`src/rtl/rgt_pkg.sv`:
```
// Report group table: shared types and constants.
// Item and result words, operation and status codes, controller states and
// the command/status groups between controller and datapath. No dependencies.
package rgt_pkg;

  // Fixed field widths
  localparam int unsigned OP_W       = 2;
  localparam int unsigned ID_W       = 16;
  localparam int unsigned ATYPE_W    = 3;
  localparam int unsigned ADDR_W     = 64;
  localparam int unsigned ADDR_BYTES = 16;  // bytes of address compared
  localparam int unsigned KEY_W      = ATYPE_W + 8 * ADDR_BYTES;
  localparam int unsigned STAT_W     = 2;
  localparam int unsigned GIDX_W     = 5;
  localparam int unsigned SLOT_W     = 4;

  // Operation codes
  localparam logic [OP_W-1:0] OP_ADD_SPECIAL = 2'd0;
  localparam logic [OP_W-1:0] OP_ADD_NORMAL  = 2'd1;
  localparam logic [OP_W-1:0] OP_CLEAR       = 2'd2;

  // Result status codes
  localparam logic [STAT_W-1:0] ST_OK         = 2'd0;
  localparam logic [STAT_W-1:0] ST_GROUP_FULL = 2'd1;
  localparam logic [STAT_W-1:0] ST_TABLE_FULL = 2'd2;
  localparam logic [STAT_W-1:0] ST_NO_ADDRESS = 2'd3;

  localparam logic [ATYPE_W-1:0] ATYPE_NONE = 3'd0;

  typedef struct packed {
    logic [OP_W-1:0]    operation;
    logic [ID_W-1:0]    context_id;
    logic [ATYPE_W-1:0] addr_type;
    logic [ADDR_W-1:0]  dest_addr_high;
    logic [ADDR_W-1:0]  dest_addr_low;
  } rgt_item_t;

  typedef struct packed {
    logic [STAT_W-1:0] status;
    logic [GIDX_W-1:0] group_index;
    logic [SLOT_W-1:0] member_slot;
    logic              new_group;
  } rgt_result_t;

  typedef enum logic [1:0] {
    S_IDLE,
    S_DECODE,
    S_PROBE,
    S_CMP
  } rgt_state_e;

  // Finishing actions the datapath carries out
  typedef enum logic [2:0] {
    ACT_NONE,
    ACT_NOADDR,
    ACT_NORMAL,
    ACT_CLEAR,
    ACT_PLAIN_OK,
    ACT_CLAIM,
    ACT_JOIN,
    ACT_TFULL
  } rgt_act_e;

  typedef struct packed {
    logic     capture;  // latch the input word
    logic     g_init;   // scan pointer to group 1
    logic     g_inc;    // scan pointer to next group
    logic     rd_en;    // read group entry at scan pointer
    rgt_act_e act;
  } rgt_cmd_t;

  typedef struct packed {
    logic [OP_W-1:0] op;
    logic            type_zero;
    logic            g_valid;
    logic            match;
    logic            g_last;
  } rgt_stat_t;

endpackage

```
`src/rtl/rgt_ctrl.sv`:
```
// Report group table controller: decodes the latched word and steps the
// group scan. Depends on rgt_pkg.
module rgt_ctrl (
  input  logic              clk_i,
  input  logic              rst_ni,
  input  logic              start,
  output logic              busy,
  input  rgt_pkg::rgt_stat_t stat_i,
  output rgt_pkg::rgt_cmd_t  cmd_o
);
  import rgt_pkg::*;

  rgt_state_e state_q, state_d;

  // State register
  always_ff @(posedge clk_i or negedge rst_ni) begin
    if (!rst_ni) begin
      state_q <= S_IDLE;
    end else begin
      state_q <= state_d;
    end
  end

  // Next state and commands
  always_comb begin
    state_d = state_q;
    cmd_o   = '{capture: 1'b0, g_init: 1'b0, g_inc: 1'b0, rd_en: 1'b0, act: ACT_NONE};
    busy    = (state_q != S_IDLE);
    case (state_q)
      S_IDLE: begin
        if (start) begin
          cmd_o.capture = 1'b1;
          state_d       = S_DECODE;
        end
      end
      S_DECODE: begin
        state_d = S_IDLE;
        case (stat_i.op)
          OP_ADD_SPECIAL: begin
            if (stat_i.type_zero) begin
              cmd_o.act = ACT_NOADDR;
            end else begin
              cmd_o.g_init = 1'b1;
              state_d      = S_PROBE;
            end
          end
          OP_ADD_NORMAL: cmd_o.act = ACT_NORMAL;
          OP_CLEAR:      cmd_o.act = ACT_CLEAR;
          default:       cmd_o.act = ACT_PLAIN_OK;
        endcase
      end
      // free group claims at once, a valid one is read for compare
      S_PROBE: begin
        if (!stat_i.g_valid) begin
          cmd_o.act = ACT_CLAIM;
          state_d   = S_IDLE;
        end else begin
          cmd_o.rd_en = 1'b1;
          state_d     = S_CMP;
        end
      end
      S_CMP: begin
        if (stat_i.match) begin
          cmd_o.act = ACT_JOIN;
          state_d   = S_IDLE;
        end else if (stat_i.g_last) begin
          cmd_o.act = ACT_TFULL;
          state_d   = S_IDLE;
        end else begin
          cmd_o.g_inc = 1'b1;
          state_d     = S_PROBE;
        end
      end
      default: state_d = S_IDLE;
    endcase
  end

endmodule

```
`src/rtl/rgt_dp.sv`:
```
// Report group table datapath: latched word, scan pointer, group valid bits,
// group entry memory, member id memory and result register. Depends on rgt_pkg.
module rgt_dp #(
  parameter int unsigned NUM_GROUPS        = 32,
  parameter int unsigned MEMBERS_PER_GROUP = 10
) (
  input  logic                 clk_i,
  input  logic                 rst_ni,
  input  rgt_pkg::rgt_item_t   item_i,
  input  rgt_pkg::rgt_cmd_t    cmd_i,
  output rgt_pkg::rgt_stat_t   stat_o,
  output logic                 done_o,
  output rgt_pkg::rgt_result_t result_o
);
  import rgt_pkg::*;

  localparam int unsigned GW = $clog2(NUM_GROUPS);
  localparam int unsigned CW = $clog2(MEMBERS_PER_GROUP + 1);
  localparam int unsigned SW = (MEMBERS_PER_GROUP > 1) ? $clog2(MEMBERS_PER_GROUP) : 1;
  localparam int unsigned EW = KEY_W + CW;
  localparam logic [GW-1:0] G_FIRST = GW'(1);
  localparam logic [GW-1:0] G_LAST  = GW'(NUM_GROUPS - 1);
  localparam logic [CW-1:0] CNT_MAX = CW'(MEMBERS_PER_GROUP);
  localparam logic [CW-1:0] CNT_ONE = CW'(1);

  rgt_item_t        item_q;
  logic [GW-1:0]    g_q, g_d;
  logic [NUM_GROUPS-1:0] valid_q, valid_d;
  logic [CW-1:0]    cnt0_q, cnt0_d;
  logic [EW-1:0]    rd_q;
  rgt_result_t      res_q, res_d;
  logic             done_q, done_d;

  // entry: {type, addr high, addr low, member count}
  logic [EW-1:0]    ent_mem [NUM_GROUPS];
  logic [ID_W-1:0]  mid_mem [NUM_GROUPS][MEMBERS_PER_GROUP];

  logic             ent_we;
  logic [EW-1:0]    ent_wdata;
  logic             mid_we;
  logic [GW-1:0]    mid_g;
  logic [SW-1:0]    mid_s;

  logic [KEY_W-1:0] key_in, rd_key;
  logic [CW-1:0]    rd_cnt, rd_cnt_inc, cnt0_inc;
  logic [GW+GIDX_W-1:0] g_ext;
  logic [CW+SLOT_W-1:0] rd_cnt_ext, cnt0_ext;
  logic [GIDX_W-1:0] g_out;
  logic [SLOT_W-1:0] rd_slot_out, cnt0_slot_out;

  assign key_in     = {item_q.addr_type, item_q.dest_addr_high, item_q.dest_addr_low};
  assign rd_key     = rd_q[EW-1:CW];
  assign rd_cnt     = rd_q[CW-1:0];
  assign rd_cnt_inc = rd_cnt + CNT_ONE;
  assign cnt0_inc   = cnt0_q + CNT_ONE;

  // result field forms of the group and slot numbers
  assign g_ext         = {{GIDX_W{1'b0}}, g_q};
  assign g_out         = g_ext[GIDX_W-1:0];
  assign rd_cnt_ext    = {{SLOT_W{1'b0}}, rd_cnt};
  assign rd_slot_out   = rd_cnt_ext[SLOT_W-1:0];
  assign cnt0_ext      = {{SLOT_W{1'b0}}, cnt0_q};
  assign cnt0_slot_out = cnt0_ext[SLOT_W-1:0];

  // status to controller
  assign stat_o.op        = item_q.operation;
  assign stat_o.type_zero = (item_q.addr_type == ATYPE_NONE);
  assign stat_o.g_valid   = valid_q[g_q];
  assign stat_o.match     = (rd_key == key_in);
  assign stat_o.g_last    = (g_q == G_LAST);

  // actions: state updates and result word
  always_comb begin
    g_d       = g_q;
    valid_d   = valid_q;
    cnt0_d    = cnt0_q;
    res_d     = res_q;
    done_d    = 1'b0;
    ent_we    = 1'b0;
    ent_wdata = {key_in, CNT_ONE};
    mid_we    = 1'b0;
    mid_g     = g_q;
    mid_s     = '0;
    if (cmd_i.g_init) begin
      g_d = G_FIRST;
    end else if (cmd_i.g_inc) begin
      g_d = g_q + G_FIRST;
    end
    case (cmd_i.act)
      ACT_NONE: ;
      ACT_NOADDR: begin
        done_d = 1'b1;
        res_d  = '{status: ST_NO_ADDRESS, group_index: '0, member_slot: '0, new_group: 1'b0};
      end
      ACT_NORMAL: begin
        done_d = 1'b1;
        if (cnt0_q < CNT_MAX) begin
          cnt0_d = cnt0_inc;
          mid_we = 1'b1;
          mid_g  = '0;
          mid_s  = cnt0_q[SW-1:0];
          res_d  = '{status: ST_OK, group_index: '0, member_slot: cnt0_slot_out,
                     new_group: 1'b0};
        end else begin
          res_d = '{status: ST_GROUP_FULL, group_index: '0, member_slot: '0, new_group: 1'b0};
        end
      end
      ACT_CLEAR: begin
        done_d  = 1'b1;
        valid_d = '0;
        cnt0_d  = '0;
        res_d   = '{status: ST_OK, group_index: '0, member_slot: '0, new_group: 1'b0};
      end
      ACT_PLAIN_OK: begin
        done_d = 1'b1;
        res_d  = '{status: ST_OK, group_index: '0, member_slot: '0, new_group: 1'b0};
      end
      ACT_CLAIM: begin
        done_d       = 1'b1;
        valid_d[g_q] = 1'b1;
        ent_we       = 1'b1;
        mid_we       = 1'b1;
        res_d        = '{status: ST_OK, group_index: g_out, member_slot: '0, new_group: 1'b1};
      end
      ACT_JOIN: begin
        done_d = 1'b1;
        if (rd_cnt < CNT_MAX) begin
          ent_we    = 1'b1;
          ent_wdata = {rd_key, rd_cnt_inc};
          mid_we    = 1'b1;
          mid_s     = rd_cnt[SW-1:0];
          res_d     = '{status: ST_OK, group_index: g_out, member_slot: rd_slot_out,
                        new_group: 1'b0};
        end else begin
          res_d = '{status: ST_GROUP_FULL, group_index: g_out, member_slot: '0,
                    new_group: 1'b0};
        end
      end
      ACT_TFULL: begin
        done_d = 1'b1;
        res_d  = '{status: ST_TABLE_FULL, group_index: '0, member_slot: '0, new_group: 1'b0};
      end
      default: ;
    endcase
  end

  // control registers
  always_ff @(posedge clk_i or negedge rst_ni) begin
    if (!rst_ni) begin
      valid_q <= '0;
      cnt0_q  <= '0;
      done_q  <= 1'b0;
    end else begin
      valid_q <= valid_d;
      cnt0_q  <= cnt0_d;
      done_q  <= done_d;
    end
  end

  // payload registers
  always_ff @(posedge clk_i) begin
    if (cmd_i.capture) begin
      item_q <= item_i;
    end
    g_q   <= g_d;
    res_q <= res_d;
  end

  // group entry memory, registered read
  always_ff @(posedge clk_i) begin
    if (ent_we) begin
      ent_mem[g_q] <= ent_wdata;
    end
    if (cmd_i.rd_en) begin
      rd_q <= ent_mem[g_q];
    end
  end

  // member id memory
  always_ff @(posedge clk_i) begin
    if (mid_we) begin
      mid_mem[mid_g][mid_s] <= item_q.context_id;
    end
  end

  assign done_o   = done_q;
  assign result_o = res_q;

endmodule

```
`src/rtl/report_group_table.sv`:
```
// Report group table, top level: controller plus datapath.
// Depends on rgt_pkg, rgt_ctrl and rgt_dp.
//
// Usage:
//   A word on item_i is taken at a rising edge where start is high and busy
//   is low. Operations: add to a special group by (type, address), add to
//   the normal group 0, clear the table.
//   Each word gives one result on result_o, marked by done_o for exactly
//   one cycle. The receiver cannot hold it off; results come in order.
// Sequencing:
//   Add normal, clear, no-address and unused codes: the word is decoded and
//   the result registered; no new word is taken until busy falls.
//   Add special: groups are visited from 1 upward; each valid group has its
//   entry read, then compared. A free group is claimed, a matching one is
//   joined; a scan that passes group NUM_GROUPS-1 with no match gives
//   table full. busy stays high while the scan runs.
// Reset:
//   All groups become invalid and the normal group empty at once; no
//   clearing pass is needed, the block takes a word right after reset.
module report_group_table #(
  parameter int unsigned NUM_GROUPS        = 32,
  parameter int unsigned MEMBERS_PER_GROUP = 10
) (
  input  logic                 clk_i,
  input  logic                 rst_ni,
  input  logic                 start,
  output logic                 busy,
  input  rgt_pkg::rgt_item_t   item_i,
  output logic                 done_o,
  output rgt_pkg::rgt_result_t result_o
);
  import rgt_pkg::*;

  rgt_cmd_t  cmd;
  rgt_stat_t stat;

  rgt_ctrl u_ctrl (
    .clk_i  (clk_i),
    .rst_ni (rst_ni),
    .start  (start),
    .busy   (busy),
    .stat_i (stat),
    .cmd_o  (cmd)
  );

  rgt_dp #(
    .NUM_GROUPS        (NUM_GROUPS),
    .MEMBERS_PER_GROUP (MEMBERS_PER_GROUP)
  ) u_dp (
    .clk_i    (clk_i),
    .rst_ni   (rst_ni),
    .item_i   (item_i),
    .cmd_i    (cmd),
    .stat_o   (stat),
    .done_o   (done_o),
    .result_o (result_o)
  );

endmodule

```
`config.mk`:
```
export PLATFORM = sky130hd
export DESIGN_NAME = report_group_table
export DESIGN_NICKNAME = d
export VERILOG_FILES = /design/src/rtl/rgt_pkg.sv /design/src/rtl/rgt_ctrl.sv /design/src/rtl/rgt_dp.sv /design/src/rtl/report_group_table.sv
export SDC_FILE = /design/constraint.sdc
export NUM_CORES = 2
export LEC_CHECK = 0
export BUFFER_PORTS_ARGS = -buffer_cell sky130_fd_sc_hd__buf_2
export CORE_MARGIN = 1.5
export CORE_UTILIZATION = 45
export DETAILED_ROUTE_END_ITERATION = 6
export GPL_TIMING_DRIVEN = 0
export PLACE_DENSITY = 0.61
export SKIP_CTS_REPAIR_TIMING = 1
export SYNTH_ARGS = -nofsm -noshare
export SYNTH_HDL_FRONTEND = slang
export SYNTH_HIERARCHICAL = 1
export SYNTH_MEMORY_MAX_BITS = 65536
export SYNTH_SLANG_ARGS = --single-unit
```
`constraint.sdc`:
```
create_clock -name clk_i -period 9.8 [get_ports clk_i]
set_input_delay 1.96 -clock clk_i [delete_from_list [all_inputs] [get_ports clk_i]]
set_output_delay 1.96 -clock clk_i [all_outputs]
set_load 0.01 [all_outputs]
```
== Word-level counts from Yosys, hierarchy flattened ==
Memory sizes are Yosys's and may differ from the RTL's. A register that Yosys moved wholly into a read port is not among the register bits.
Index checks and enable logic that the tools add are counted.

* Bits in registers: 189
* RAM bits: 4320
* Bits of input ports: 152
* Memories kept: 1

{| class="wikitable"
|+ Memories
! name !! depth !! width !! rd ports !! clocked after Yosys merged registers in !! write ports !! RTL line !! RTL
|-
| u_dp.ent_mem || 32 || 135 || 1 || 1 || 1 || rgt_dp.sv:35 || <nowiki>logic [EW-1:0] ent_mem [NUM_GROUPS];</nowiki>
|}

* Add/subtract/negate cells: 3
* Order comparisons: 4
* Equality and inequality tests: 16
* Multiplexer cells: 40
* Bitwise gates (word level): 1
* Reduce and logical (&&, ||, !) cells: 11

{| class="wikitable"
|+ Operators with widths
! cell !! count
|-
| two-way mux 135 bit || 2
|-
| == test 131 bit || 1
|-
| one-hot mux 12 bit (6 select lines) || 1
|-
| one-hot mux 32 bit (2 select lines) || 1
|-
| bitwise OR 32 bit || 1
|-
| two-way mux 11 bit || 2
|-
| one-hot mux 3 bit (3 select lines) || 2
|-
| two-way mux 1 bit || 17
|-
| == test 3 bit (second input constant) || 4
|-
| two-way mux 2 bit || 6
|-
| two-way mux 3 bit || 3
|-
| adder 4 x 1 -> 4 bit (second input constant) || 2
|-
| < comparator 4 bit (second input constant) || 2
|-
| one-hot mux 2 bit (4 select lines) || 1
|-
| one-hot mux 4 bit (2 select lines) || 1
|-
| OR reduction 7 bit || 1
|-
| == test 2 bit (second input constant) || 3
|-
| == test 3 x 2 -> 1 bit (second input constant) || 2
|-
| < comparator 5 x 6 -> 1 bit (second input constant) || 1
|-
| nonzero test 2 bit || 3
|-
| nonzero test 6 bit || 1
|-
| adder 5 x 1 -> 5 bit (second input constant) || 1
|-
| binary-select mux 1 bit (select 5 bit) || 1
|-
| demux 1 bit (select 5 bit) || 1
|-
| 13 further kinds || 15
|}

== Longest topological paths before layout ==
* Word-level depth: 8
* Mapped depth: 18
* Depth with buffers taken out: 13

== Cells and area by module ==
The synthesis kept the hierarchy.

{| class="wikitable"
|+ Modules (own cells, without submodules)
! module !! times used !! cells each !! area each (um2) !! sequential area each (um2)
|-
| rgt_dp || 1 || 7585 || 174318.4 || 139158.5
|-
| rgt_ctrl || 1 || 28 || 205.2 || 50.0
|}

== Least setup slack after synthesis ==
OpenSTA, ideal clock, no wires.

* Path kind: reg-to-reg
* Start point: register u_dp.g_q[0], in the netlist u_dp/g_out[0]
* End point: memory u_dp/ent_mem[11][0] in the netlist's numbering, enable pin
* Library setup time: 632 ps
* Arrival time: 8669 ps
* Required time: 9168 ps
* Slack: 499 ps
* Cell stages (with the launch flop): 17
* Path buffers: 6
* Cells stage by stage: dfxtp_1 -> clkbuf_1 -> buf_4 -> buf_2 -> buf_2 -> mux4_2 -> a22oi_1 -> nand4_1 -> inv_1 -> o221ai_1 -> a21oi_1 -> clkbuf_1 -> and3b_1 -> clkbuf_1 -> or2_2 -> nand2_1 -> nor2_1

{| class="wikitable"
|+ RTL lines
! item !! RTL line !! RTL
|-
| from (decl) || rgt_dp.sv:27 || <nowiki>logic [GW-1:0] g_q, g_d;</nowiki>
|-
| from (signal assigned) || rgt_dp.sv:165 || <nowiki>g_q <= g_d;</nowiki>
|-
| to (decl) || rgt_dp.sv:35 ||
|}

==> impl_metrics.env <==
export IMPL_ctsLongestPathBuffers=4
export IMPL_powerDensity_nw_per_um2=258
export IMPL_synth_seq_cells=4644
export IMPL_fin_crit_sh_pct=86.7
export IMPL_vias=92800
export IMPL_cts_buffers_inserted=464
export IMPL_grt_pass1_wl_um=767000
export IMPL_critPathLaunchType="register"
export IMPL_async_flop_share_pct=0.840
export IMPL_grt_pass1_vias=88800
export IMPL_crit_chain="and3_1 > buf_2 > clkbuf_1 > clkbuf_2 > a22oi_1 > nand4_1 > inv_1 > o221ai_1 > a21oi_1 > clkbuf_1 > nor2b_1 > and3_1 > buf_2 > or2_2 > nand2_1 > nor2_4 > buf_12 > buf_12 > buf_12 > buf_12"
export IMPL_path_max_fanout=16
export IMPL_synth_edf_count=4600
export IMPL_dr_pass1_iters=6
export IMPL_grt_remaining_overflow=0
export IMPL_place_congestion=0.799
export IMPL_cp_common_cell="buf_12"
export IMPL_critPathTopFamily="buffers and inverters"
export IMPL_hpwl_um=376000
export IMPL_antenna_left=0
export IMPL_finalHoldViolations=0
export IMPL_seq_area_frac_synth_pct=79.8
export IMPL_via_per_inst=6.57
export IMPL_slew_limit_headroom_pct=-11.0
export IMPL_htree_levels=5
export IMPL_hp_class="register to register"
export IMPL_gr_usage_all_layers_pct=29.2
export IMPL_root_buffer="clkbuf_16"
export IMPL_cts_sinks=4644
export IMPL_synth_most_common_cell="edfxtp_1"
export IMPL_setup_viol=0
export IMPL_power_leakage_nw=63.4
export IMPL_avgSynthCellArea_um2=22.9
export IMPL_clkSlewWorstSetupHoldPaths_ps=60
export IMPL_crit_buf_inv=10
export IMPL_placed_area_um2=188000
export IMPL_max_stage_delay_ps=1030
export IMPL_cts_tree="done"
export IMPL_die_h_um=626
export IMPL_yosysTopAreaCell="edfxtp_1"
export IMPL_fin_area_um2=203000
export IMPL_wirelength_um=576000
export IMPL_ys_top_cells_by_count="edfxtp_1 (4600), mux4_2 (1088), a22oi_1 (544)"
export IMPL_die_w_um=626
export IMPL_post_route_min_period_ps=8500
export IMPL_slew_viol_final=71
export IMPL_port_buffers=149
export IMPL_yosysWarnings=6
export IMPL_synthTopCellsByArea="edfxtp_1 (79%), mux4_2 (14%), a22oi_1 (2.3%)"
export IMPL_drc=0
export IMPL_worstPathArrival_ps=9180
export IMPL_ys_types=44
export IMPL_cp_required_ps=10480
export IMPL_clk_latency_ps=1020
export IMPL_antenna_found_initial=30
export IMPL_drive_gt1_share_pct=27.0
export IMPL_crit_slowest_cell="clkbuf_1"
export IMPL_wl_per_cell_um=40.8
export IMPL_fmax_mhz=118
export IMPL_irDropWorstVdd_mv=0.290
export IMPL_rows=228
export IMPL_nets=8690
export IMPL_area_growth_pct=16.3
export IMPL_path_class="register to register"
export IMPL_skew_ps=55.8
export IMPL_violations="max-capacitance violations, max-slew violations"
export IMPL_dieArea_um2=392000
export IMPL_drv_cap=12
export IMPL_pin_count=166
export IMPL_coreArea_um2=386000
export IMPL_drt_initial_drc_count=15500
export IMPL_netlist_instances=7613
export IMPL_grt_max_degree=52
export IMPL_syn_num_nets=7774
export IMPL_tightest_slew_ps=1660
export IMPL_synth_top_area_share_pct=79.1
export IMPL_setup_tns_ps=0
export IMPL_status="complete, but fails checks"
export IMPL_synthesis_area_um2=175000
export IMPL_rsz0062_at_grt="no"
export IMPL_start_util_pct=45.2
export IMPL_ys_flop_type="edfxtp_1"
export IMPL_endpoint_kind="register"
metal layers:
| metal | vias up | part of all wire (%) | track usage (%) |
|---|---|---|---|
| li1 | 34400 | - | - |
| met1 | 50000 | 36 | 39.7 |
| met2 | 7089 | 45 | 44.0 |
| met3 | 1340 | 13 | 7.62 |
| met4 | 20 | 5.7 | 14.1 |
| met5 | - | 0.033 | 0 |
state kept, by name (all words and copies together) (netlist names):
| register | flops |
|---|---|
| u_dp/ent_mem | 4320 |
| u_dp/rd_q | 135 |
| u_dp/item_q | 131 |
| u_dp/valid_q | 32 |
| u_dp/result_o | 12 |
| u_dp/g_out | 5 |
| u_dp/cnt0_q | 4 |
| u_ctrl/state_q | 2 |
| u_dp/stat_o | 2 |
| u_dp/done_o | 1 |
final timing paths:
kind                            startpoint             endpoint  slack [ps]  depth (start not counted)
setup / recovery             u_dp/g_out[4]  u_dp/ent_mem[7][57]        1300                         20
hold / removal             u_dp/valid_q[7]      u_dp/valid_q[7]         490                          2
setup reg to reg             u_dp/g_out[4]  u_dp/ent_mem[7][57]        1300                         20
hold reg to reg            u_dp/valid_q[7]      u_dp/valid_q[7]         490                          2
max in group asynchronous           rst_ni     u_dp/valid_q[15]        8110                          1
min in group asynchronous           rst_ni       u_dp/cnt0_q[1]        1090                          1
cell families (layout without fill, tap and decap cells):
family / count (synthesis) / in the layout / synth area share (%)
fa+ha+maj: 9 / 9 / 0.0645
buf+inv: 419 / 1723 / 1.05
simple gates: 718 / 718 / 1.87
mux: 1091 / 1091 / 14.1
compound gates: 594 / 594 / 2.50
flops: 4644 / 4644 / 79.8
xor+xnor: 138 / 138 / 0.693
other cells: 0 / 38 / 0
worst register-to-register path, stage by stage (launching register included):
cell,delay (ps)
dfxtp_1,580
and3_1,230
buf_2,890
clkbuf_1,1060
clkbuf_2,760
a22oi_1,200
nand4_1,190
inv_1,60
o221ai_1,220
a21oi_1,80
clkbuf_1,190
nor2b_1,270
and3_1,190
buf_2,440
or2_2,280
nand2_1,470
nor2_4,940
buf_12,330
buf_12,260
buf_12,250
buf_12,260
area by class of cell:
cell class                      instances  area, um^2
Fill cell                           29200      183000
Sequential cell                      4644      139000
Multi-Input combinational cell       2550       33800
Clock buffer                          586       12300
Timing Repair Buffer                  450        7040
Tap cell                             5175        6470
Clock inverter                        268        2200
Buffer                                411        1870
Antenna cell                           38        95.1
Inverter                                8        37.5
power by group:
part,switching (W),internal (W)
clock,0.00749,0.00965
sequential,0.000337,0.0237
combinational,0.00710,0.00411
total,0.0149,0.0374
per-stage QoR:
stage	total power, W	hold slack (ps)	cells	utilization, %	setup WS (ps)
6_report	0.0523	488	14100	52.6	1300
5_1_grt	0.0537	525	14100	52.6	1440
4_1_cts	0.0524	488	14100	52.6	1660
2_1_floorplan	0.0310	445	7613	-	499
3_3_place_gp	0.0353	457	12900	47.1	-15600
3_5_place_dp	0.0355	474	13200	48.8	1780
cell usage in the layout, fill, tap and decap left out, types with 122 or more instances in the layout:
| master | synthesis | final |
|---|---|---|
| edfxtp_1 | 4600 | 4600 |
| nand4_1 | 166 | 166 |
| a22oi_1 | 544 | 544 |
| mux4_2 | 1088 | 1088 |
| buf_12 | 0 | 253 |
| nand2_1 | 446 | 446 |
| clkbuf_16 | 0 | 473 |
| clkbuf_1 | 223 | 289 |
| buf_2 | 116 | 272 |
| clkinv_1 | 0 | 122 |
No activity file was read; power rests on OpenSTA's default activity.
